File: config.mk
export PLATFORM = sky130hd
export DESIGN_NAME = assembler_token_scanner
export DESIGN_NICKNAME = d
export VERILOG_FILES = /design/src/hw/rtl/ats_pkg.sv /design/src/hw/rtl/assembler_token_scanner.sv /design/src/hw/rtl/ats_front.sv /design/src/hw/rtl/ats_queue.sv /design/src/hw/rtl/ats_back.sv
export SDC_FILE = /design/constraint.sdc
export NUM_CORES = 1
export LEC_CHECK = 0
export BUFFER_PORTS_ARGS = -buffer_cell sky130_fd_sc_hd__buf_2
export CAP_MARGIN = 20
export CELL_PAD_IN_SITES_DETAIL_PLACEMENT = 0
export CELL_PAD_IN_SITES_GLOBAL_PLACEMENT = 1
export CORE_MARGIN = 2
export CORE_UTILIZATION = 47
export CTS_BUF_LIST = sky130_fd_sc_hd__clkbuf_8
export DETAILED_ROUTE_END_ITERATION = 12
export GPL_ROUTABILITY_DRIVEN = 0
export GPL_TIMING_DRIVEN = 0
export PLACE_DENSITY = 0.83
export SLEW_MARGIN = 20
export SYNTH_ARGS = -nofsm -noshare
export SYNTH_HDL_FRONTEND = slang
export SYNTH_SLANG_ARGS = --single-unit
File: constraint.sdc
create_clock -name clock -period 14.9 [get_ports clock]
set_input_delay 0.745 -clock clock [delete_from_list [all_inputs] [get_ports clock]]
set_output_delay 0.745 -clock clock [all_outputs]
set_load 0.02 [all_outputs]
File: src/hw/rtl/ats_pkg.sv
// ----------------------------------------------------------------------------
// ats_pkg: shared types and constants of the assembler token scanner
// Token type codes, result and bundle layouts, character codes.
// ----------------------------------------------------------------------------
package ats_pkg;

   // token type codes as seen on the result channel
   typedef enum logic [3:0] {
      TT_ERROR     = 4'd0,
      TT_EOF       = 4'd1,
      TT_IDENT     = 4'd2,
      TT_INT       = 4'd3,
      TT_DIRECTIVE = 4'd4,
      TT_NEWLINE   = 4'd5,
      TT_LABEL     = 4'd6,
      TT_LIMIT     = 4'd7,
      TT_FORMAT    = 4'd8
   } tok_type;

   // result kinds
   localparam logic RK_CHAR = 1'b0;
   localparam logic RK_END  = 1'b1;

   // one result beat
   typedef struct packed {
      logic          kind;
      logic [7:0]    ch;
      tok_type       ttype;
      logic [31:0]   value;
      logic [19:0]   line;
      logic [7:0]    len;
   } result_type;

   // all results caused by one input beat, slot 0 first
   typedef struct packed {
      logic [1:0]          count;
      result_type [2:0]    slot;
   } bundle_type;

   // depth of the queue between front and back
   localparam int QUEUE_DEPTH = 2;

   // line counter
   localparam logic [19:0] LINE_RESET = 20'd1;
   localparam logic [19:0] LINE_MAX   = 20'hFFFFF;

   // character codes
   localparam logic [7:0] CH_TAB        = 8'h09;
   localparam logic [7:0] CH_NL         = 8'h0A;
   localparam logic [7:0] CH_CR         = 8'h0D;
   localparam logic [7:0] CH_SPACE      = 8'h20;
   localparam logic [7:0] CH_DOLLAR     = 8'h24;
   localparam logic [7:0] CH_LPAREN     = 8'h28;
   localparam logic [7:0] CH_RPAREN     = 8'h29;
   localparam logic [7:0] CH_DASH       = 8'h2D;
   localparam logic [7:0] CH_DOT        = 8'h2E;
   localparam logic [7:0] CH_ZERO       = 8'h30;
   localparam logic [7:0] CH_ONE        = 8'h31;
   localparam logic [7:0] CH_SEVEN      = 8'h37;
   localparam logic [7:0] CH_NINE       = 8'h39;
   localparam logic [7:0] CH_COLON      = 8'h3A;
   localparam logic [7:0] CH_SEMI       = 8'h3B;
   localparam logic [7:0] CH_LT         = 8'h3C;
   localparam logic [7:0] CH_GT         = 8'h3E;
   localparam logic [7:0] CH_A_UP       = 8'h41;
   localparam logic [7:0] CH_Z_UP       = 8'h5A;
   localparam logic [7:0] CH_UNDERSCORE = 8'h5F;
   localparam logic [7:0] CH_A_LO       = 8'h61;
   localparam logic [7:0] CH_F_LO       = 8'h66;
   localparam logic [7:0] CH_X_LO       = 8'h78;
   localparam logic [7:0] CH_Z_LO       = 8'h7A;
   localparam logic [7:0] CH_LBRACE     = 8'h7B;
   localparam logic [7:0] CH_RBRACE     = 8'h7D;
   localparam logic [7:0] CASE_BIT      = 8'h20;

endpackage

File: src/hw/rtl/assembler_token_scanner.sv
// ----------------------------------------------------------------------------
// assembler_token_scanner: character-at-a-time assembler lexer
// req_*: one source byte per beat (req_end_of_input closes the open token).
// rsp_*: echoed token characters and token-end records (type, length, line,
//   integer value), rsp_last set on the final result of each input beat.
// csr_*: write csr_wr_data to reload the line counter; write while idle.
// Path: each beat's bundle is registered in the queue, then in the output
//   register of the back end, from which its first result is sent.
// Throughput: one input beat per cycle while each beat makes at most one
//   result and rsp_stall is low; the output sends one result per cycle
//   unless stalled, sending each bundle from the back end's single register.
// A two-entry bundle queue sits between lexer and output; req_stall is high
//   only while that queue is full, so a stalled receiver holds its result and
//   backs up into the queue before the input stalls.
// Reset: lexer back in the start state, line counter 1, queue and output
//   empty.
// ----------------------------------------------------------------------------
module assembler_token_scanner #(
   parameter int TOKEN_CAPACITY = 256
) (
   input  logic                 clock,
   input  logic                 reset,
   input  logic                 req_valid,
   output logic                 req_stall,
   input  logic [7:0]           req_in_char,
   input  logic                 req_end_of_input,
   output logic                 rsp_valid,
   input  logic                 rsp_stall,
   output logic                 rsp_result_kind,
   output logic [7:0]           rsp_token_char,
   output logic [3:0]           rsp_token_type,
   output logic signed [31:0]   rsp_int_value,
   output logic [19:0]          rsp_line_number,
   output logic [7:0]           rsp_token_length,
   output logic                 rsp_last,
   input  logic                 csr_wr_en,
   input  logic [19:0]          csr_wr_data
);
   import ats_pkg::*;

   logic          push;
   bundle_type    push_bundle;
   logic          q_full;
   logic          pop;
   logic          q_valid;
   bundle_type    q_head;

   // lexer front end
   ats_front #(
      .TOKEN_CAPACITY(TOKEN_CAPACITY)
   ) u_front (
      .clock            (clock),
      .reset            (reset),
      .req_valid        (req_valid),
      .req_stall        (req_stall),
      .req_in_char      (req_in_char),
      .req_end_of_input (req_end_of_input),
      .csr_wr_en        (csr_wr_en),
      .csr_wr_data      (csr_wr_data),
      .q_full           (q_full),
      .push             (push),
      .push_bundle      (push_bundle)
   );

   // bundle queue
   ats_queue u_queue (
      .clock       (clock),
      .reset       (reset),
      .push        (push),
      .push_bundle (push_bundle),
      .full        (q_full),
      .pop         (pop),
      .valid       (q_valid),
      .head        (q_head)
   );

   // result back end
   ats_back u_back (
      .clock            (clock),
      .reset            (reset),
      .q_valid          (q_valid),
      .q_head           (q_head),
      .pop              (pop),
      .rsp_valid        (rsp_valid),
      .rsp_stall        (rsp_stall),
      .rsp_result_kind  (rsp_result_kind),
      .rsp_token_char   (rsp_token_char),
      .rsp_token_type   (rsp_token_type),
      .rsp_int_value    (rsp_int_value),
      .rsp_line_number  (rsp_line_number),
      .rsp_token_length (rsp_token_length),
      .rsp_last         (rsp_last)
   );

endmodule

File: src/hw/rtl/ats_front.sv
// ----------------------------------------------------------------------------
// ats_front: lexer front end
// Takes one character beat per cycle unless stalled by a full queue, runs
// the lexer state machine and packs each beat's results into one queue bundle.
// ----------------------------------------------------------------------------
module ats_front #(
   parameter int TOKEN_CAPACITY = 256
) (
   input  logic                 clock,
   input  logic                 reset,
   input  logic                 req_valid,
   output logic                 req_stall,
   input  logic [7:0]           req_in_char,
   input  logic                 req_end_of_input,
   input  logic                 csr_wr_en,
   input  logic [19:0]          csr_wr_data,
   input  logic                 q_full,
   output logic                 push,
   output ats_pkg::bundle_type  push_bundle
);
   import ats_pkg::*;

   localparam int KW = $clog2(TOKEN_CAPACITY);
   localparam logic [KW:0] KEPT_LIMIT = (KW+1)'(TOKEN_CAPACITY - 1);

   typedef enum logic [9:0] {
      ST_START   = 10'b0000000001,
      ST_COMMENT = 10'b0000000010,
      ST_IDENT   = 10'b0000000100,
      ST_LIM1    = 10'b0000001000,
      ST_LIM2    = 10'b0000010000,
      ST_DEC     = 10'b0000100000,
      ST_OCT     = 10'b0001000000,
      ST_HEX     = 10'b0010000000,
      ST_FMT     = 10'b0100000000,
      ST_SUB     = 10'b1000000000
   } scan_state_type;

   // token context carried from beat to beat
   typedef struct packed {
      scan_state_type    st;
      tok_type           pend;
      logic [KW-1:0]     kept;
      logic [31:0]       acc;
      logic              hexa;
   } ctx_type;

   // outcome of one character seen in the start state
   typedef struct packed {
      ctx_type       ctx;
      logic [1:0]    n;
      result_type    r0;
      result_type    r1;
      logic          tick;
   } step_type;

   localparam ctx_type CTX_CLEAR = '{st: ST_START, pend: TT_EOF, kept: '0,
                                     acc: '0, hexa: 1'b0};

   function automatic logic is_digit(input logic [7:0] c);
      return (c >= CH_ZERO) && (c <= CH_NINE);
   endfunction

   function automatic logic is_lower(input logic [7:0] c);
      return (c >= CH_A_LO) && (c <= CH_Z_LO);
   endfunction

   function automatic logic is_space(input logic [7:0] c);
      return (c == CH_SPACE) || ((c >= CH_TAB) && (c <= CH_CR));
   endfunction

   function automatic result_type char_res(input logic [7:0] c);
      result_type r;
      r      = '0;
      r.kind = RK_CHAR;
      r.ch   = c;
      return r;
   endfunction

   function automatic result_type end_res(input tok_type t, input logic [31:0] acc,
                                          input logic [19:0] line,
                                          input logic [KW-1:0] k);
      result_type r;
      r       = '0;
      r.kind  = RK_END;
      r.ttype = t;
      r.value = (t == TT_INT) ? acc : 32'hFFFFFFFF;
      r.line  = line;
      r.len   = 8'(k);
      return r;
   endfunction

   // start state: '$' expands to "0x", line end and stray bytes close at once
   function automatic step_type start_feed(input logic [7:0] c, input ctx_type cin,
                                           input logic [19:0] line_now,
                                           input logic [19:0] line_inc);
      step_type      s;
      logic [KW-1:0] k1;
      k1     = cin.kept + KW'(1);
      s.ctx  = cin;
      s.n    = 2'd0;
      s.r0   = char_res(c);
      s.r1   = '0;
      s.tick = 1'b0;
      if (is_space(c) && (c != CH_NL)) begin
         s.n = 2'd0;
      end else if (is_lower(c)) begin
         s.ctx.pend = TT_IDENT;
         s.ctx.st   = ST_IDENT;
         s.ctx.kept = k1;
         s.n        = 2'd1;
      end else if (c == CH_ZERO) begin
         s.ctx.pend = TT_INT;
         s.ctx.st   = ST_OCT;
         s.ctx.acc  = '0;
         s.ctx.kept = k1;
         s.n        = 2'd1;
      end else if (is_digit(c)) begin
         s.ctx.pend = TT_INT;
         s.ctx.st   = ST_DEC;
         s.ctx.acc  = {28'd0, c[3:0]};
         s.ctx.kept = k1;
         s.n        = 2'd1;
      end else if (c == CH_DOT) begin
         s.ctx.pend = TT_DIRECTIVE;
         s.ctx.st   = ST_IDENT;
         s.ctx.kept = k1;
         s.n        = 2'd1;
      end else if (c == CH_SEMI) begin
         s.ctx.st   = ST_COMMENT;
         s.ctx.kept = k1;
         s.n        = 2'd1;
      end else if (c == CH_LBRACE) begin
         s.ctx.pend = TT_ERROR;
         s.ctx.st   = ST_FMT;
      end else if (c == CH_NL) begin
         s.n    = 2'd2;
         s.tick = 1'b1;
         s.r1   = end_res(TT_NEWLINE, cin.acc, line_inc, k1);
         s.ctx  = CTX_CLEAR;
      end else if (c == CH_DOLLAR) begin
         s.n        = 2'd2;
         s.r0       = char_res(CH_ZERO);
         s.r1       = char_res(CH_X_LO);
         s.ctx.st   = ST_HEX;
         s.ctx.pend = TT_INT;
         s.ctx.acc  = '0;
         s.ctx.hexa = (k1 == KW'(1));
         s.ctx.kept = k1 + KW'(1);
      end else begin
         s.n   = 2'd2;
         s.r1  = end_res(TT_ERROR, cin.acc, line_now, k1);
         s.ctx = CTX_CLEAR;
      end
      return s;
   endfunction

   ctx_type       ctx_ff, ctx_in;
   logic [19:0]   line_ff, line_in;

   logic [7:0]    ch;
   logic          accept;
   logic [19:0]   line_inc;
   ctx_type       a_ctx, back_ctx, nxt_ctx;
   logic          a_save, a_done, a_again, a_tick;
   logic [3:0]    hex_nib;
   logic          hex_ok;
   logic [KW:0]   kept_inc;
   result_type    a_end;
   step_type      s_start, s_again;
   logic [1:0]    nres;
   result_type    r0, r1, r2;
   logic          tick;

   // upper case folding
   assign ch = ((req_in_char >= CH_A_UP) && (req_in_char <= CH_Z_UP)) ?
               (req_in_char | CASE_BIT) : req_in_char;

   assign accept    = req_valid && !req_stall;
   assign req_stall = q_full;
   assign line_inc  = (line_ff == LINE_MAX) ? line_ff : line_ff + 20'd1;
   assign hex_ok    = is_digit(ch) || ((ch >= CH_A_LO) && (ch <= CH_F_LO));
   assign hex_nib   = is_digit(ch) ? ch[3:0] : ch[3:0] + 4'd9;

   // first pass of the character in the current state
   always_comb begin
      a_ctx   = ctx_ff;
      a_save  = 1'b1;
      a_done  = 1'b0;
      a_again = 1'b0;
      a_tick  = 1'b0;
      unique case (ctx_ff.st)
         ST_START: begin
            a_save = 1'b0;
         end
         ST_COMMENT: begin
            a_save = 1'b0;
            if ((ch == CH_NL) || (ch == CH_CR)) begin
               a_ctx.st   = ST_START;
               a_ctx.kept = '0;
               a_again    = 1'b1;
            end
         end
         ST_IDENT: begin
            if (ch == CH_COLON) begin
               a_ctx.pend = TT_LABEL;
               a_save     = 1'b0;
               a_done     = 1'b1;
            end else if (ch == CH_LT) begin
               a_ctx.pend = TT_ERROR;
               a_ctx.st   = ST_LIM1;
            end else if (!is_lower(ch) && !is_digit(ch) && (ch != CH_UNDERSCORE)) begin
               a_save  = 1'b0;
               a_again = 1'b1;
               a_done  = 1'b1;
            end
         end
         ST_LIM1: begin
            if (ch == CH_DASH) begin
               a_ctx.st = ST_LIM2;
            end else if (!is_digit(ch)) begin
               a_done = 1'b1;
            end
         end
         ST_LIM2: begin
            if (ch == CH_GT) begin
               a_ctx.pend = TT_LIMIT;
               a_done     = 1'b1;
            end else if (!is_digit(ch)) begin
               a_done = 1'b1;
            end
         end
         ST_DEC: begin
            if (is_digit(ch)) begin
               a_ctx.acc = {ctx_ff.acc[28:0], 3'b000} + {ctx_ff.acc[30:0], 1'b0}
                           + {28'd0, ch[3:0]};
            end else begin
               a_save  = 1'b0;
               a_again = 1'b1;
               a_done  = 1'b1;
            end
         end
         ST_OCT: begin
            if (ch == CH_X_LO) begin
               a_ctx.st   = ST_HEX;
               a_ctx.hexa = (ctx_ff.kept == KW'(1));
            end else if (is_digit(ch)) begin
               if (ch > CH_SEVEN) begin
                  a_ctx.pend = TT_ERROR;
               end
               a_ctx.acc = {ctx_ff.acc[28:0], 3'b000} + {28'd0, ch[3:0]};
            end else begin
               a_save  = 1'b0;
               a_again = 1'b1;
               a_done  = 1'b1;
            end
         end
         ST_HEX: begin
            if (!hex_ok) begin
               a_save  = 1'b0;
               a_again = 1'b1;
               a_done  = 1'b1;
            end else if (ctx_ff.hexa) begin
               a_ctx.acc = {ctx_ff.acc[27:0], hex_nib};
            end
         end
         ST_FMT: begin
            if (ch == CH_NL) begin
               a_save = 1'b0;
               a_tick = 1'b1;
            end else if (is_space(ch)) begin
               a_save = 1'b0;
            end else if ((ch == CH_ZERO) || (ch == CH_ONE)) begin
               a_save = 1'b1;
            end else if (ch == CH_LPAREN) begin
               a_ctx.st = ST_SUB;
            end else if (ch == CH_RBRACE) begin
               a_ctx.pend = TT_FORMAT;
               a_save     = 1'b0;
               a_done     = 1'b1;
            end else begin
               a_done = 1'b1;
            end
         end
         ST_SUB: begin
            if (ch == CH_NL) begin
               a_save = 1'b0;
               a_tick = 1'b1;
            end else if (is_space(ch)) begin
               a_save = 1'b0;
            end else if (is_digit(ch)) begin
               a_save = 1'b1;
            end else if (ch == CH_RPAREN) begin
               a_ctx.st = ST_FMT;
            end else begin
               a_done = 1'b1;
            end
         end
         default: begin
            a_ctx.pend = TT_ERROR;
            a_done     = 1'b1;
         end
      endcase
   end

   // start-state passes: direct, and the restart after a closing character
   always_comb begin
      kept_inc = {1'b0, a_ctx.kept} + (KW+1)'(1);
      back_ctx = a_done ? CTX_CLEAR : a_ctx;
      s_start  = start_feed(ch, ctx_ff, line_ff, line_inc);
      s_again  = start_feed(ch, back_ctx, line_ff, line_inc);
      a_end    = end_res(a_ctx.pend, a_ctx.acc, line_ff,
                         a_save ? kept_inc[KW-1:0] : a_ctx.kept);
   end

   // assemble the result bundle and the next context
   always_comb begin
      nxt_ctx = ctx_ff;
      nres    = 2'd0;
      r0      = '0;
      r1      = '0;
      r2      = '0;
      tick    = 1'b0;
      if (req_end_of_input) begin
         nres    = 2'd1;
         r0      = end_res(ctx_ff.pend, ctx_ff.acc, line_ff, ctx_ff.kept);
         nxt_ctx = CTX_CLEAR;
      end else if (ctx_ff.st == ST_START) begin
         nres    = s_start.n;
         r0      = s_start.r0;
         r1      = s_start.r1;
         nxt_ctx = s_start.ctx;
         tick    = s_start.tick;
      end else if (a_save) begin
         r0           = char_res(ch);
         nxt_ctx      = a_ctx;
         nxt_ctx.kept = kept_inc[KW-1:0];
         if (a_done || (kept_inc >= KEPT_LIMIT)) begin
            nres    = 2'd2;
            r1      = a_end;
            nxt_ctx = CTX_CLEAR;
         end else begin
            nres = 2'd1;
         end
      end else if (a_again) begin
         nxt_ctx = s_again.ctx;
         tick    = s_again.tick;
         if (a_done) begin
            nres = s_again.n + 2'd1;
            r0   = a_end;
            r1   = s_again.r0;
            r2   = s_again.r1;
         end else begin
            nres = s_again.n;
            r0   = s_again.r0;
            r1   = s_again.r1;
         end
      end else begin
         tick = a_tick;
         if (a_done) begin
            nres    = 2'd1;
            r0      = a_end;
            nxt_ctx = CTX_CLEAR;
         end else begin
            nxt_ctx = a_ctx;
         end
      end
   end

   // next register values
   always_comb begin
      ctx_in  = accept ? nxt_ctx : ctx_ff;
      line_in = line_ff;
      if (csr_wr_en) begin
         line_in = csr_wr_data;
      end else if (accept && tick) begin
         line_in = line_inc;
      end
   end

   assign push                = accept && (nres != 2'd0);
   assign push_bundle.count   = nres;
   assign push_bundle.slot[0] = r0;
   assign push_bundle.slot[1] = r1;
   assign push_bundle.slot[2] = r2;

   always_ff @(posedge clock) begin
      if (reset) begin
         ctx_ff  <= CTX_CLEAR;
         line_ff <= LINE_RESET;
      end else begin
         ctx_ff  <= ctx_in;
         line_ff <= line_in;
      end
   end

`ifndef NO_ASSERTIONS
   // a token always closes before the buffer fills
   kept_below_limit_a: assert property (@(posedge clock) disable iff (reset)
      ({1'b0, ctx_ff.kept} < KEPT_LIMIT))
      else $error("kept count reached token capacity");

   // the start state always holds a clean token context
   start_is_clean_a: assert property (@(posedge clock) disable iff (reset)
      (ctx_ff.st == ST_START) |-> ((ctx_ff.kept == '0) && (ctx_ff.acc == '0)
                                   && !ctx_ff.hexa && (ctx_ff.pend == TT_EOF)))
      else $error("start state entered with stale token context");
`endif

endmodule

File: src/hw/rtl/ats_queue.sv
// ----------------------------------------------------------------------------
// ats_queue: bundle queue between lexer front and result back end
// Small register FIFO; full is decoded from the registered fill count so the
// front never waits on the output side combinationally.
// ----------------------------------------------------------------------------
module ats_queue (
   input  logic                 clock,
   input  logic                 reset,
   input  logic                 push,
   input  ats_pkg::bundle_type  push_bundle,
   output logic                 full,
   input  logic                 pop,
   output logic                 valid,
   output ats_pkg::bundle_type  head
);
   import ats_pkg::*;

   localparam int PW = $clog2(QUEUE_DEPTH);

   bundle_type          store_ff [QUEUE_DEPTH];
   logic [PW-1:0]       wr_ptr_ff, wr_ptr_in;
   logic [PW-1:0]       rd_ptr_ff, rd_ptr_in;
   logic [PW:0]         count_ff, count_in;

   assign full  = (count_ff == (PW+1)'(QUEUE_DEPTH));
   assign valid = (count_ff != '0);
   assign head  = store_ff[rd_ptr_ff];

   // pointer and fill count update
   always_comb begin
      wr_ptr_in = push ? wr_ptr_ff + PW'(1) : wr_ptr_ff;
      rd_ptr_in = pop ? rd_ptr_ff + PW'(1) : rd_ptr_ff;
      count_in  = count_ff + (PW+1)'(push) - (PW+1)'(pop);
   end

   always_ff @(posedge clock) begin
      if (reset) begin
         wr_ptr_ff <= '0;
         rd_ptr_ff <= '0;
         count_ff  <= '0;
      end else begin
         wr_ptr_ff <= wr_ptr_in;
         rd_ptr_ff <= rd_ptr_in;
         count_ff  <= count_in;
      end
   end

   // storage write
   always_ff @(posedge clock) begin
      if (push) begin
         store_ff[wr_ptr_ff] <= push_bundle;
      end
   end

`ifndef NO_ASSERTIONS
   no_overflow_a: assert property (@(posedge clock) disable iff (reset)
      !(push && full))
      else $error("bundle pushed into a full queue");

   no_underflow_a: assert property (@(posedge clock) disable iff (reset)
      !(pop && !valid))
      else $error("bundle popped from an empty queue");
`endif

endmodule

File: src/hw/rtl/ats_back.sv
// ----------------------------------------------------------------------------
// ats_back: result back end
// Holds one bundle in an output register and sends its results one beat
// at a time, marking the final beat of each bundle.
// ----------------------------------------------------------------------------
module ats_back (
   input  logic                 clock,
   input  logic                 reset,
   input  logic                 q_valid,
   input  ats_pkg::bundle_type  q_head,
   output logic                 pop,
   output logic                 rsp_valid,
   input  logic                 rsp_stall,
   output logic                 rsp_result_kind,
   output logic [7:0]           rsp_token_char,
   output logic [3:0]           rsp_token_type,
   output logic signed [31:0]   rsp_int_value,
   output logic [19:0]          rsp_line_number,
   output logic [7:0]           rsp_token_length,
   output logic                 rsp_last
);
   import ats_pkg::*;

   bundle_type    hold_ff, hold_in;
   logic          hold_valid_ff, hold_valid_in;
   logic [1:0]    idx_ff, idx_in;

   result_type    cur;
   logic          is_last;
   logic          out_beat;

   assign cur      = hold_ff.slot[idx_ff];
   assign is_last  = (idx_ff == (hold_ff.count - 2'd1));
   assign out_beat = hold_valid_ff && !rsp_stall;
   assign pop      = q_valid && (!hold_valid_ff || (out_beat && is_last));

   // step through the held bundle, reload when it is drained
   always_comb begin
      hold_in       = hold_ff;
      hold_valid_in = hold_valid_ff;
      idx_in        = idx_ff;
      if (pop) begin
         hold_in       = q_head;
         hold_valid_in = 1'b1;
         idx_in        = 2'd0;
      end else if (out_beat) begin
         if (is_last) begin
            hold_valid_in = 1'b0;
            idx_in        = 2'd0;
         end else begin
            idx_in = idx_ff + 2'd1;
         end
      end
   end

   always_ff @(posedge clock) begin
      if (reset) begin
         hold_valid_ff <= 1'b0;
         idx_ff        <= 2'd0;
      end else begin
         hold_valid_ff <= hold_valid_in;
         idx_ff        <= idx_in;
      end
   end

   always_ff @(posedge clock) begin
      hold_ff <= hold_in;
   end

   assign rsp_valid        = hold_valid_ff;
   assign rsp_result_kind  = cur.kind;
   assign rsp_token_char   = cur.ch;
   assign rsp_token_type   = cur.ttype;
   assign rsp_int_value    = $signed(cur.value);
   assign rsp_line_number  = cur.line;
   assign rsp_token_length = cur.len;
   assign rsp_last         = is_last;

`ifndef NO_ASSERTIONS
   index_in_bundle_a: assert property (@(posedge clock) disable iff (reset)
      hold_valid_ff |-> (idx_ff < hold_ff.count))
      else $error("result index past end of held bundle");
`endif

endmodule
# After elaboration in Yosys (flattened, before gate mapping)
# Memories as Yosys holds them, arrays and structs flattened. A register that Yosys moved wholly into a read port is not among the register bits.
# Index checks and enable logic that the tools add are counted.
[word_totals]
n_memories = 1
input_bits = 34
elab_cells = 326
ff_bits = 82
ram_bits = 442
[memory_table]
columns = ["memory", "words", "word_bits", "rd", "rd_ports_with_merged_regs", "write_ports", "line_no", "rtl"]
rows = [
  ["u_queue.store_ff", 2, 221, 1, 1, 1, "ats_queue.sv:20", "bundle_type store_ff [QUEUE_DEPTH];"],
]
[op_classes]
n_addsub = 17
magnitude_cmp = 12
n_eq_ne = 49
n_mux = 196
n_reduce_logical = 40
[op_table]
columns = ["operator", "n"]
rows = [
  ["$mux W147", 12],
  ["$mux W73", 22],
  ["$mux W57", 16],
  ["$mux W55", 10],
  ["$mux W190", 2],
  ["$mux W32", 7],
  ["$mux W54", 4],
  ["$mux W33", 6],
  ["$bmux W73 S2", 1],
  ["$mux W72", 2],
  ["$mux W10", 11],
  ["$eq A8 B6 Y1 const B", 12],
  ["$pmux W32 S3", 1],
  ["$mux W22", 4],
  ["$mux W14", 6],
  ["$add A32 B4 Y32", 2],
  ["$mux W20", 3],
  ["$pmux W10 S6", 1],
  ["$mux W1", 49],
  ["$mux W4", 10],
  ["$mux W8", 5],
  ["$mux W2", 19],
  ["$add A32 B32 Y32", 1],
  ["$add A8 B1 Y8 const B", 4],
  ["other kinds (55)", 104],
]

# Depth between registers and ports, before layout
# Gate-level depths: netlist (run 1).
[logic_depth]
depth_word = 41
depth_mapped = 21
ltp_nobuf = 20

# Modules after synthesis
# Synthesis (run 1) repeated with hierarchy kept, for this count alone.
[unflattened]
cells_unflattened = 3119
area_unflattened_um2 = 38240.4
[by_module_without_submodules]
columns = ["mod", "cells_each", "area_per_inst_um2", "n_inst"]
rows = [
  ["ats_queue", 709, 17052.6, 1],
  ["ats_front", 1922, 12818.5, 1],
  ["ats_back", 488, 8369.3, 1],
]

# Worst setup path before layout (run 1)
# OpenSTA, ideal clock, no wires.
[synth_path]
path_kind = "input to register"
start = "input port req_in_char[1]"
end = "memory u_queue.store_ff[0][0] in the netlist's numbering, enable pin"
slack_ns = 2.298
path_buffers = 2
arrival_time_ns = 11.860
path_stages = 17
t_required_ns = 14.158
setup_time_ns = 0.742
cell_sequence = "inv_1 > ha_1 > clkbuf_1 > mux2_2 > nand4_1 > nor2_1 > nor2_1 > ha_1 > and3b_1 > o221a_2 > o22ai_1 > a211o_1 > o31ai_1 > or3_1 > buf_2 > a41oi_2 > nor2b_1"
[synth_via]
elab_chain_len = 29
word_cells_on_any_way = 123
[synth_rtl]
columns = ["item", "line_no", "rtl"]
rows = [
  ["start, declared", "assembler_token_scanner.sv:25", "input logic [7:0] req_in_char,"],
  ["$ge A8 B7 Y1 or $le A8 B7 Y1 (tied branches)", "ats_front.sv:176", "assign ch = ((req_in_char >= CH_A_UP) && (req_in_char <= CH_Z_UP)) ?"],
  ["$logic_and A1 B1 Y1", "ats_front.sv:176", ""],
  ["$mux W6 *", "ats_front.sv:176", ""],
  ["$eq A8 B4 Y1", "--", ""],
  ["$mux W57", "ats_front.sv:136", "end else if (c == CH_NL) begin"],
  ["$mux W57", "ats_front.sv:133", "end else if (c == CH_LBRACE) begin"],
  ["$mux W57", "ats_front.sv:129", "end else if (c == CH_SEMI) begin"],
  ["$mux W57", "ats_front.sv:124", "end else if (c == CH_DOT) begin"],
  ["[14 not listed]", "--", ""],
  ["$mux W2", "ats_front.sv:334", "end else if (a_save) begin"],
  ["$mux W2 *", "ats_front.sv:328", "end else if (ctx_ff.st == ST_START) begin"],
  ["$mux W2 *", "ats_front.sv:324", "if (req_end_of_input) begin"],
  ["$reduce_bool A2 Y1 *", "ats_front.sv:381", "assign push = accept && (nres != 2'd0);"],
  ["$logic_and A1 B1 Y1 *", "ats_front.sv:381", ""],
  ["via push", "assembler_token_scanner.sv:41", "logic push;"],
  ["$mux W1 *", "ats_queue.sv:50", "if (push) begin"],
  ["$mux W1 (not written as such) *", "ats_queue.sv:51", "store_ff[wr_ptr_ff] <= push_bundle;"],
  ["end, declared", "ats_queue.sv:20", ""],
]
# Mark *: on every way through the listed nets, which the timed path passes. The rest lies on a longest branch. The select of a mux whose other input is x is not followed.

# Worst setup path after layout (run 1)
[layout_path]
start = "input port req_in_char[1]"
end = "memory u_queue.store_ff[1][161] in the netlist's numbering, enable pin"
# Same word-level chain as after synthesis.

==> metrics.md, run 1 <==
| Metric | Value |
|---|---|
| Outcome | complete, no violations |
| Grt ovf | 0 |
| First-pass GRT wire length | 145 mm |
| Core ar. | 67400 um^2 |
| Starting density of the core | 0.476 |
| Post-CTS Setup Inserts | 0 |
| Final #Nets | 3181 |
| Clock tree sinks | 619 |
| Row Count | 95 |
| Worst hold start | csr_wr_data[14] |
| Max-cap violations | 0 |
| HP Class | input pin to flop |
| PwrDens | 138 nW/um^2 |
| Critical path data arrival time | 7.08 ns |
| Total Power | 0.00498 W |
| Drt pass-1 iters | 7 |
| Critical path fanouts, max | 52 |
| Reg-to-reg startpoint | u_front.ctx_ff[46] |
| Final ANT Viol Nets | 0 |
| Peak supply drop | 0.0000839 V |
| Yosys warning total | 0 |
| Clock root buffer master | clkbuf_8 |
| Net switching power | 0.00154 W |
| Worst stage delay on the critical path | 0.84 ns |
| Worst Setup Start Kind | input pin |
| Routed WL per cell | 24.0 um |
| All-layer global routing usage | 0.269 |
| CTS Hold Bufs | 0 |
| Die Y | 265 um |
| Top-area cell type share of the netlist area | 0.502 |
| Asr flop ratio synth | 0 |
| Vias per std cell | 6.24 |
| Main synth FF type | edfxtp_1 |
| CTS H-tree depth | 3 |
| 1st-iter DRT viols | 3367 |
| Final Hold Vio Count | 0 |
| Synth area leader | edfxtp_1 |
| Synth top area cells | edfxtp_1 50%, mux2_2 6.4%, dfxtp_1 5.1% |
| HPWL after DPL | 71.2 mm |
| CTS max path bufs | 3 |
| Final cycle utilization of the critical path | 0.450 |
| RSZ-0062 raised after global routing | no |
| Critical path endpoint category | flop |
| Die area | 70400 um^2 |
| Internal power | 0.00344 W |
| Vias in the first global route | 23896 |
| Critical path type | input pin to flop |
| Synth Instances | 2834 |
| Post-Syn Area | 32100 um^2 |
| Hold path depth | 3 |
| Worst Tran Pin Value | 1.09 ns |
| End-of-flow core utilization | 0.535 |
| Total CTS buffers | 96 |
| Cell family with most CP delay | simple AND/OR/NAND/NOR gates |
| Reg power frac | 0.488 |
| Pins Over Slew Limit | 0 |
| P_leak | 12.7 nW |
| DRC Markers | 0 |
| CP required | 15.27 ns |
| Synth cell types | 106 |
| Comb pwr share | 0.235 |
| Input/output buffers | 107 |
| FF-to-FF End | u_queue.store_ff[1][161] |
| Final Skew | 0.0402 ns |
| Critical path's slowest cell | nor2_1 |
| Post-synth EDFFs | 537 |
| DR vias | 25090 |
| Design area | 36000 um^2 |
| Min cycle time layout | 6.71 ns |
| Number of gates resized after cts | 0 |
| Clk Latency, worst-skew pair | 0.72 ns |
| Crit path launch | req_in_char[1] |
| Sw frac | 0.309 |
| CP Buf/Inv Count | 7 |
| Chip width | 265 um |
| Most used cell, CP | buf_16 |
| Syn Area/Cell | 11.3 um^2 |
| Clock slew at reported path FFs | 0.06 ns |
| Final wirelength | 96.6 mm |
| Seq/Total Area, Yosys | 0.553 |
| Largest net degree at the start of global routing | 53 |
| Max Fclk | 149 MHz |
| Layout Area Growth over Synthesis | 12.3% |
| Cells on worst reg2reg path | 19 |
| Worst path depth | 21 |
| #FFs+latches synth | 619 |
| Setup violations, final | 0 |
| TritonCTS clock tree | yes |
| Cell Chain, Critical Path | buf_2 -> inv_1 -> ha_1 -> clkbuf_1 -> mux2_2 -> nand4_1 -> nor2_1 -> nor2_1 -> ha_1 -> and3b_1 -> o221a_2 -> o22ai_1 -> a211o_1 -> o31ai_2 -> or3_1 -> buf_2 -> a41oi_2 -> and2_4 -> buf_16 -> buf_16 -> buf_16 |
| FF-to-FF setup slack | 8.37 ns |
| # IOs | 110 |
| Share of post-route cells with drive strength above 1 | 0.164 |
| Power share of the clock group | 0.277 |
| Dpl cell area | 34200 um^2 |
| WHS Endpoint | u_front.line_ff[14] |
| Relative max-transition margin | 0.269 |
| Antenna violations before repair | 4 |
==> cell usage in the layout, fill, tap and decap left out, types with 12 or more instances in the layout <==
cell type and count:
edfxtp_1 537, o21ai_0 244, nand2_1 216, nor2_1 192, mux2_2 183, a21oi_1 161, clkbuf_1 154, buf_2 135
inv_1 111, clkbuf_8 104, mux2i_1 91, dfxtp_1 82, ha_1 80, nand3_1 69, nor3_1 58, xnor2_1 42
and2_1 38, nor2b_1 33, a22oi_1 32, nand4_1 29, xor2_1 28, nor4_1 25, and3_1 24, o211ai_1 21
a31oi_1 21, a211oi_1 20, o21a_1 19, o31ai_1 18, nand2b_1 16, nand3b_1 16, o22ai_1 16, or2_2 15
buf_1 15, clkinv_1 13, a21o_1 12
==> power groups by stage <==
stage	registers, W	logic [W]	clock network (W)
4_1_cts	0.00243	0.00117	0.00139
3_3_place_gp	0.00257	0.00108	0
2_1_floorplan	0.00251	0.000719	0
6_report	0.00243	0.00117	0.00138
3_5_place_dp	0.00247	0.00117	0
5_1_grt	0.00246	0.00125	0.00147
==> worst reg2reg max path: stages (launching register included) <==
cell and delay, ns:
dfxtp_1 0.31, clkbuf_1 0.29, clkbuf_1 0.39, nor3b_1 0.24, nand4_1 0.26, nor2_1 0.78
nor2_1 0.25, ha_1 0.27, and3b_1 0.17, o221a_2 0.28, o22ai_1 0.18, a211o_1 0.14
o31ai_2 0.16, or3_1 0.37, buf_2 0.22, a41oi_2 0.36, and2_4 0.54, buf_16 0.33
buf_16 0.31, buf_16 0.32
==> worst max-delay path by stage <==
stage,to,slack (ns)
global placement,u_queue.store_ff[0][161],-3.75
global route,u_queue.store_ff[1][17],7.99
CTS,u_queue.store_ff[1][17],8.20
detailed placement,u_queue.store_ff[1][161],7.46
finish,u_queue.store_ff[1][161],8.19
floorplan,u_queue.store_ff[0][0],2.30
==> synth_stat cells (21+ instances only) <==
cell	count
edfxtp_1	537
o21ai_0	244
nand2_1	216
nor2_1	192
mux2_2	183
a21oi_1	161
clkbuf_1	154
mux2i_1	91
dfxtp_1	82
ha_1	80
inv_1	70
nand3_1	69
nor3_1	59
xnor2_1	42
and2_1	39
nor2b_1	34
a22oi_1	32
nand4_1	29
xor2_1	28
buf_2	27
nor4_1	25
and3_1	24
a31oi_1	21
o211ai_1	21
==> per-stage QoR <==
step / setup TNS (ns) / cells / hold slack, ns / setup slack, ns
final: 0 / 4020 / 0.307 / 8.19
after global routing: 0 / 4020 / 0.313 / 7.99
after CTS: 0 / 4018 / 0.278 / 8.20
after detailed placement: 0 / 3839 / 0.521 / 7.46
after global placement: -669.16 / 3823 / 0.517 / -3.75
after floorplan: 0 / 2843 / 0.453 / 2.30
==> flip-flops by register name (all words and copies together) (netlist names) <==
| register | flops |
|---|---|
| u_queue.wr_ptr_ff | 1 |
| u_front.line_ff | 20 |
| u_queue.store_ff | 358 |
| u_queue.rd_ptr_ff | 1 |
| u_front.ctx_ff | 55 |
| u_queue.count_ff | 2 |
| u_back.hold_ff | 179 |
| u_back.idx_ff | 2 |
| u_back.rsp_valid | 1 |
==> cell type report <==
type                    count  area, um^2
multi-input cells        1951       13300
plain buffers             201         802
inverters                  72         270
diodes                      1        2.50
fillers                  5730       31400
flip-flops and latches    619       17800
well taps                 873        1090
clock inverters            75         432
clock buffers             104        1430
repair buffers            124         908
==> cells by family after synthesis <==
logic type	synth area share
simple gates	0.124
buf+inv	0.0334
xor+xnor	0.0191
mux	0.0929
compound gates	0.145
fa+ha+maj	0.0324
other cells	0.000117
flops	0.553
==> layer usage <==
| metal | share of wire | vias up | track usage |
|---|---|---|---|
| li1 | - | 11210 | - |
| met1 | 0.42 | 12220 | 0.378 |
| met2 | 0.45 | 1408 | 0.416 |
| met3 | 0.10 | 248 | 0.0491 |
| met4 | 0.036 | 4 | 0.102 |
| met5 | 0.00034 | - | 0 |
Note: power is estimated with default switching activity, not from simulation.
==> run 2: changes to the inputs <==
Clock period 14.9 ns to 6.2 ns, I/O delays scaled along.
==> run 2 against run 1 <==
- global-route usage is 0.55 points higher
- worst setup slack got worse by 7.6 ns
- worst hold slack got worse by 0.19 ns
- sequential cell count did not move
- routed wire length increased by 1.7%
==> metrics.md, run 2 (synthesized netlist as in run 1, its figures left out) <==
| Metric | Value |
|---|---|
| Most frequent cells in the layout | 537 x edfxtp_1, 244 x o21ai_0, 216 x nand2_1 |
| Post-CTS Setup Inserts | 0 |
| Layout Area Growth over Synthesis | 13.5% |
| Pins Over Slew Limit | 0 |
| CTS H-tree depth | 3 |
| Largest net degree at the start of global routing | 53 |
| First-pass GRT wire length | 147 mm |
| HPWL after DPL | 72.0 mm |
| Total CTS buffers | 97 |
| Critical path's slowest cell | nor2b_4 |
| RSZ-0062 raised after global routing | no |
| Sequential cell area | 17800 um^2 |
| Clock root buffer master | clkbuf_8 |
| Placed instance count | 3840 |
| Clk Latency, worst-skew pair | 0.72 ns |
| 1st-iter DRT viols | 3066 |
| Cell Chain, Critical Path | clkbuf_1 -> nor2_1 -> nand4_1 -> nor2_4 -> nor2_4 -> ha_4 -> and3b_1 -> o221a_2 -> o22ai_1 -> a211o_1 -> o31ai_4 -> or3_1 -> buf_6 -> a41oi_4 -> nor2b_4 -> buf_12 -> buf_16 -> buf_16 |
| CP required | 6.59 ns |
| Final cycle utilization of the critical path | 0.908 |
| Critical path endpoint category | flop |
| Min cycle time layout | 5.63 ns |
| End-of-flow core utilization | 0.541 |
| Relative max-transition margin | 0.202 |
| Number of gates resized after cts | 0 |
| Vias in the first global route | 24073 |
| Setup violations, final | 0 |
| Most common cell after layout, fill and taps aside | edfxtp_1 |
| Worst stage delay on the critical path | 0.75 ns |
| TritonCTS clock tree | yes |
| Input/output buffers | 107 |
| Routed WL per cell | 24.3 um |
| Max-cap violations | 0 |
| Largest reg by FF count | u_queue.store_ff |
| Clock tree sinks | 619 |
| Vias per std cell | 6.23 |
| CP Buf/Inv Count | 5 |
| Critical path fanouts, max | 23 |
| Die Y | 265 um |
| Drt pass-1 iters | 8 |
| Chip width | 265 um |
| Worst Setup Start Kind | flop |
| P_leak | 12.8 nW |
| Multi-input logic area | 13400 um^2 |
| CTS max path bufs | 3 |
| Post-Route Setup TNS | 0 ns |
| Final Hold Vio Count | 0 |
| # fillers | 5632 |
| Clock slew at reported path FFs | 0.06 ns |
| Antenna violations before repair | 3 |
| Peak supply drop | 0.000185 V |
| Outcome | complete, no violations |
| DR vias | 25145 |
| Total Power | 0.0122 W |
| Max Fclk | 178 MHz |
| DRC Markers | 0 |
| HP Class | input pin to flop |
| Final ANT Viol Nets | 0 |
| Grt ovf | 0 |
| Post-route insts no fill | 4039 |
| Final Skew | 0.0411 ns |
| Critical path data arrival time | 6.02 ns |
| Row Count | 95 |
| Critical path type | flop to flop |
| Core ar. | 67400 um^2 |
| All-layer global routing usage | 0.275 |
| Final #Nets | 3202 |
| PwrDens | 334 nW/um^2 |
| Die area | 70400 um^2 |
| Largest regs | u_queue.store_ff x358, u_back.hold_ff x179, u_front.ctx_ff x55 |
| # IOs | 110 |
| Worst Tran Pin Value | 1.20 ns |
| Starting density of the core | 0.476 |
| Share of post-route cells with drive strength above 1 | 0.168 |
| Cell family with most CP delay | simple AND/OR/NAND/NOR gates |
| Number of flip-flops in the largest register | 358 |
| Final wirelength | 98.3 mm |
[run 2: cell types whose count changed in the layout (fill, tap and decap cells not counted), moves of 3 or more]
cell	previous run	this run
nor2_4	0	3
buf_2	135	131
nor2_1	192	189
dlygate4sd3_1	0	20
clkbuf_1	154	149
buf_6	0	3
clkbuf_8	104	107
clkinv_2	11	14
inv_1	111	102
[run 2: cell type report]
type / count / area share
multi-input combinational: 1951 / 0.368
clock inverter: 73 / 0.0131
timing repair buffer: 144 / 0.0312
tap: 873 / 0.0300
buffer: 201 / 0.0231
sequential: 619 / 0.487
inverter: 72 / 0.00752
antenna: 1 / 0.0000687
clock buffer: 105 / 0.0396
[run 2: what timing repair did]
item | in CTS | in global routing
endpoints found under the hold margin | 20 | 0
hold buffers | 20 | 0
endpoints found under the setup margin | 0 | 0
[run 2: routing by layer]
metal / vias to the layer above / track usage / share of wire / wire (um)
li1: 11251 / - / - / -
met1: 12167 / 0.386 / 0.42 / 40900
met2: 1504 / 0.425 / 0.45 / 43900
met3: 223 / 0.0497 / 0.10 / 9970
met4: 0 / 0.104 / 0.036 / 3520
met5: - / 0 / 0 / 0
[run 2: power by group]
part	switching, W	internal [W]
clock network	0.00167	0.00178
logic	0.00186	0.00100
registers	0.000228	0.00562
total	0.00376	0.00840
[run 2: stage by stage]
step	hold slack, ns	setup WS (ns)	cell area [um^2]
5_1_grt	0.137	0.264	36400
3_5_place_dp	0.523	0.314	34300
4_1_cts	0.0716	0.594	36400
2_1_floorplan	0.443	-0.140	32300
6_report	0.114	0.570	36400
3_3_place_gp	0.519	-2.64	33900
[run 2: path summary, 6_finish.rpt]
path	endpoint	cells after the start	slack (ns)	startpoint
hold reg to reg	u_back.hold_ff[1]	1	0.52	u_queue.store_ff[1][1]
setup reg to reg	u_queue.store_ff[0][154]	18	0.57	u_front.ctx_ff[53]
hold / removal	u_front.ctx_ff[49]	3	0.11	reset
setup / recovery	u_queue.store_ff[0][154]	18	0.57	u_front.ctx_ff[53]
[run 2: worst register-to-register path, cell delays in order (launching register included)]
cell      delay, ns
dfxtp_1        0.30
clkbuf_1       0.19
nor2_1         0.53
nand4_1        0.39
nor2_4         0.47
nor2_4         0.12
ha_4           0.18
and3b_1        0.16
o221a_2        0.28
o22ai_1        0.17
a211o_1        0.17
o31ai_4        0.14
or3_1          0.36
buf_6          0.17
a41oi_4        0.26
nor2b_4        0.75
buf_12         0.29
buf_16         0.20
buf_16         0.19
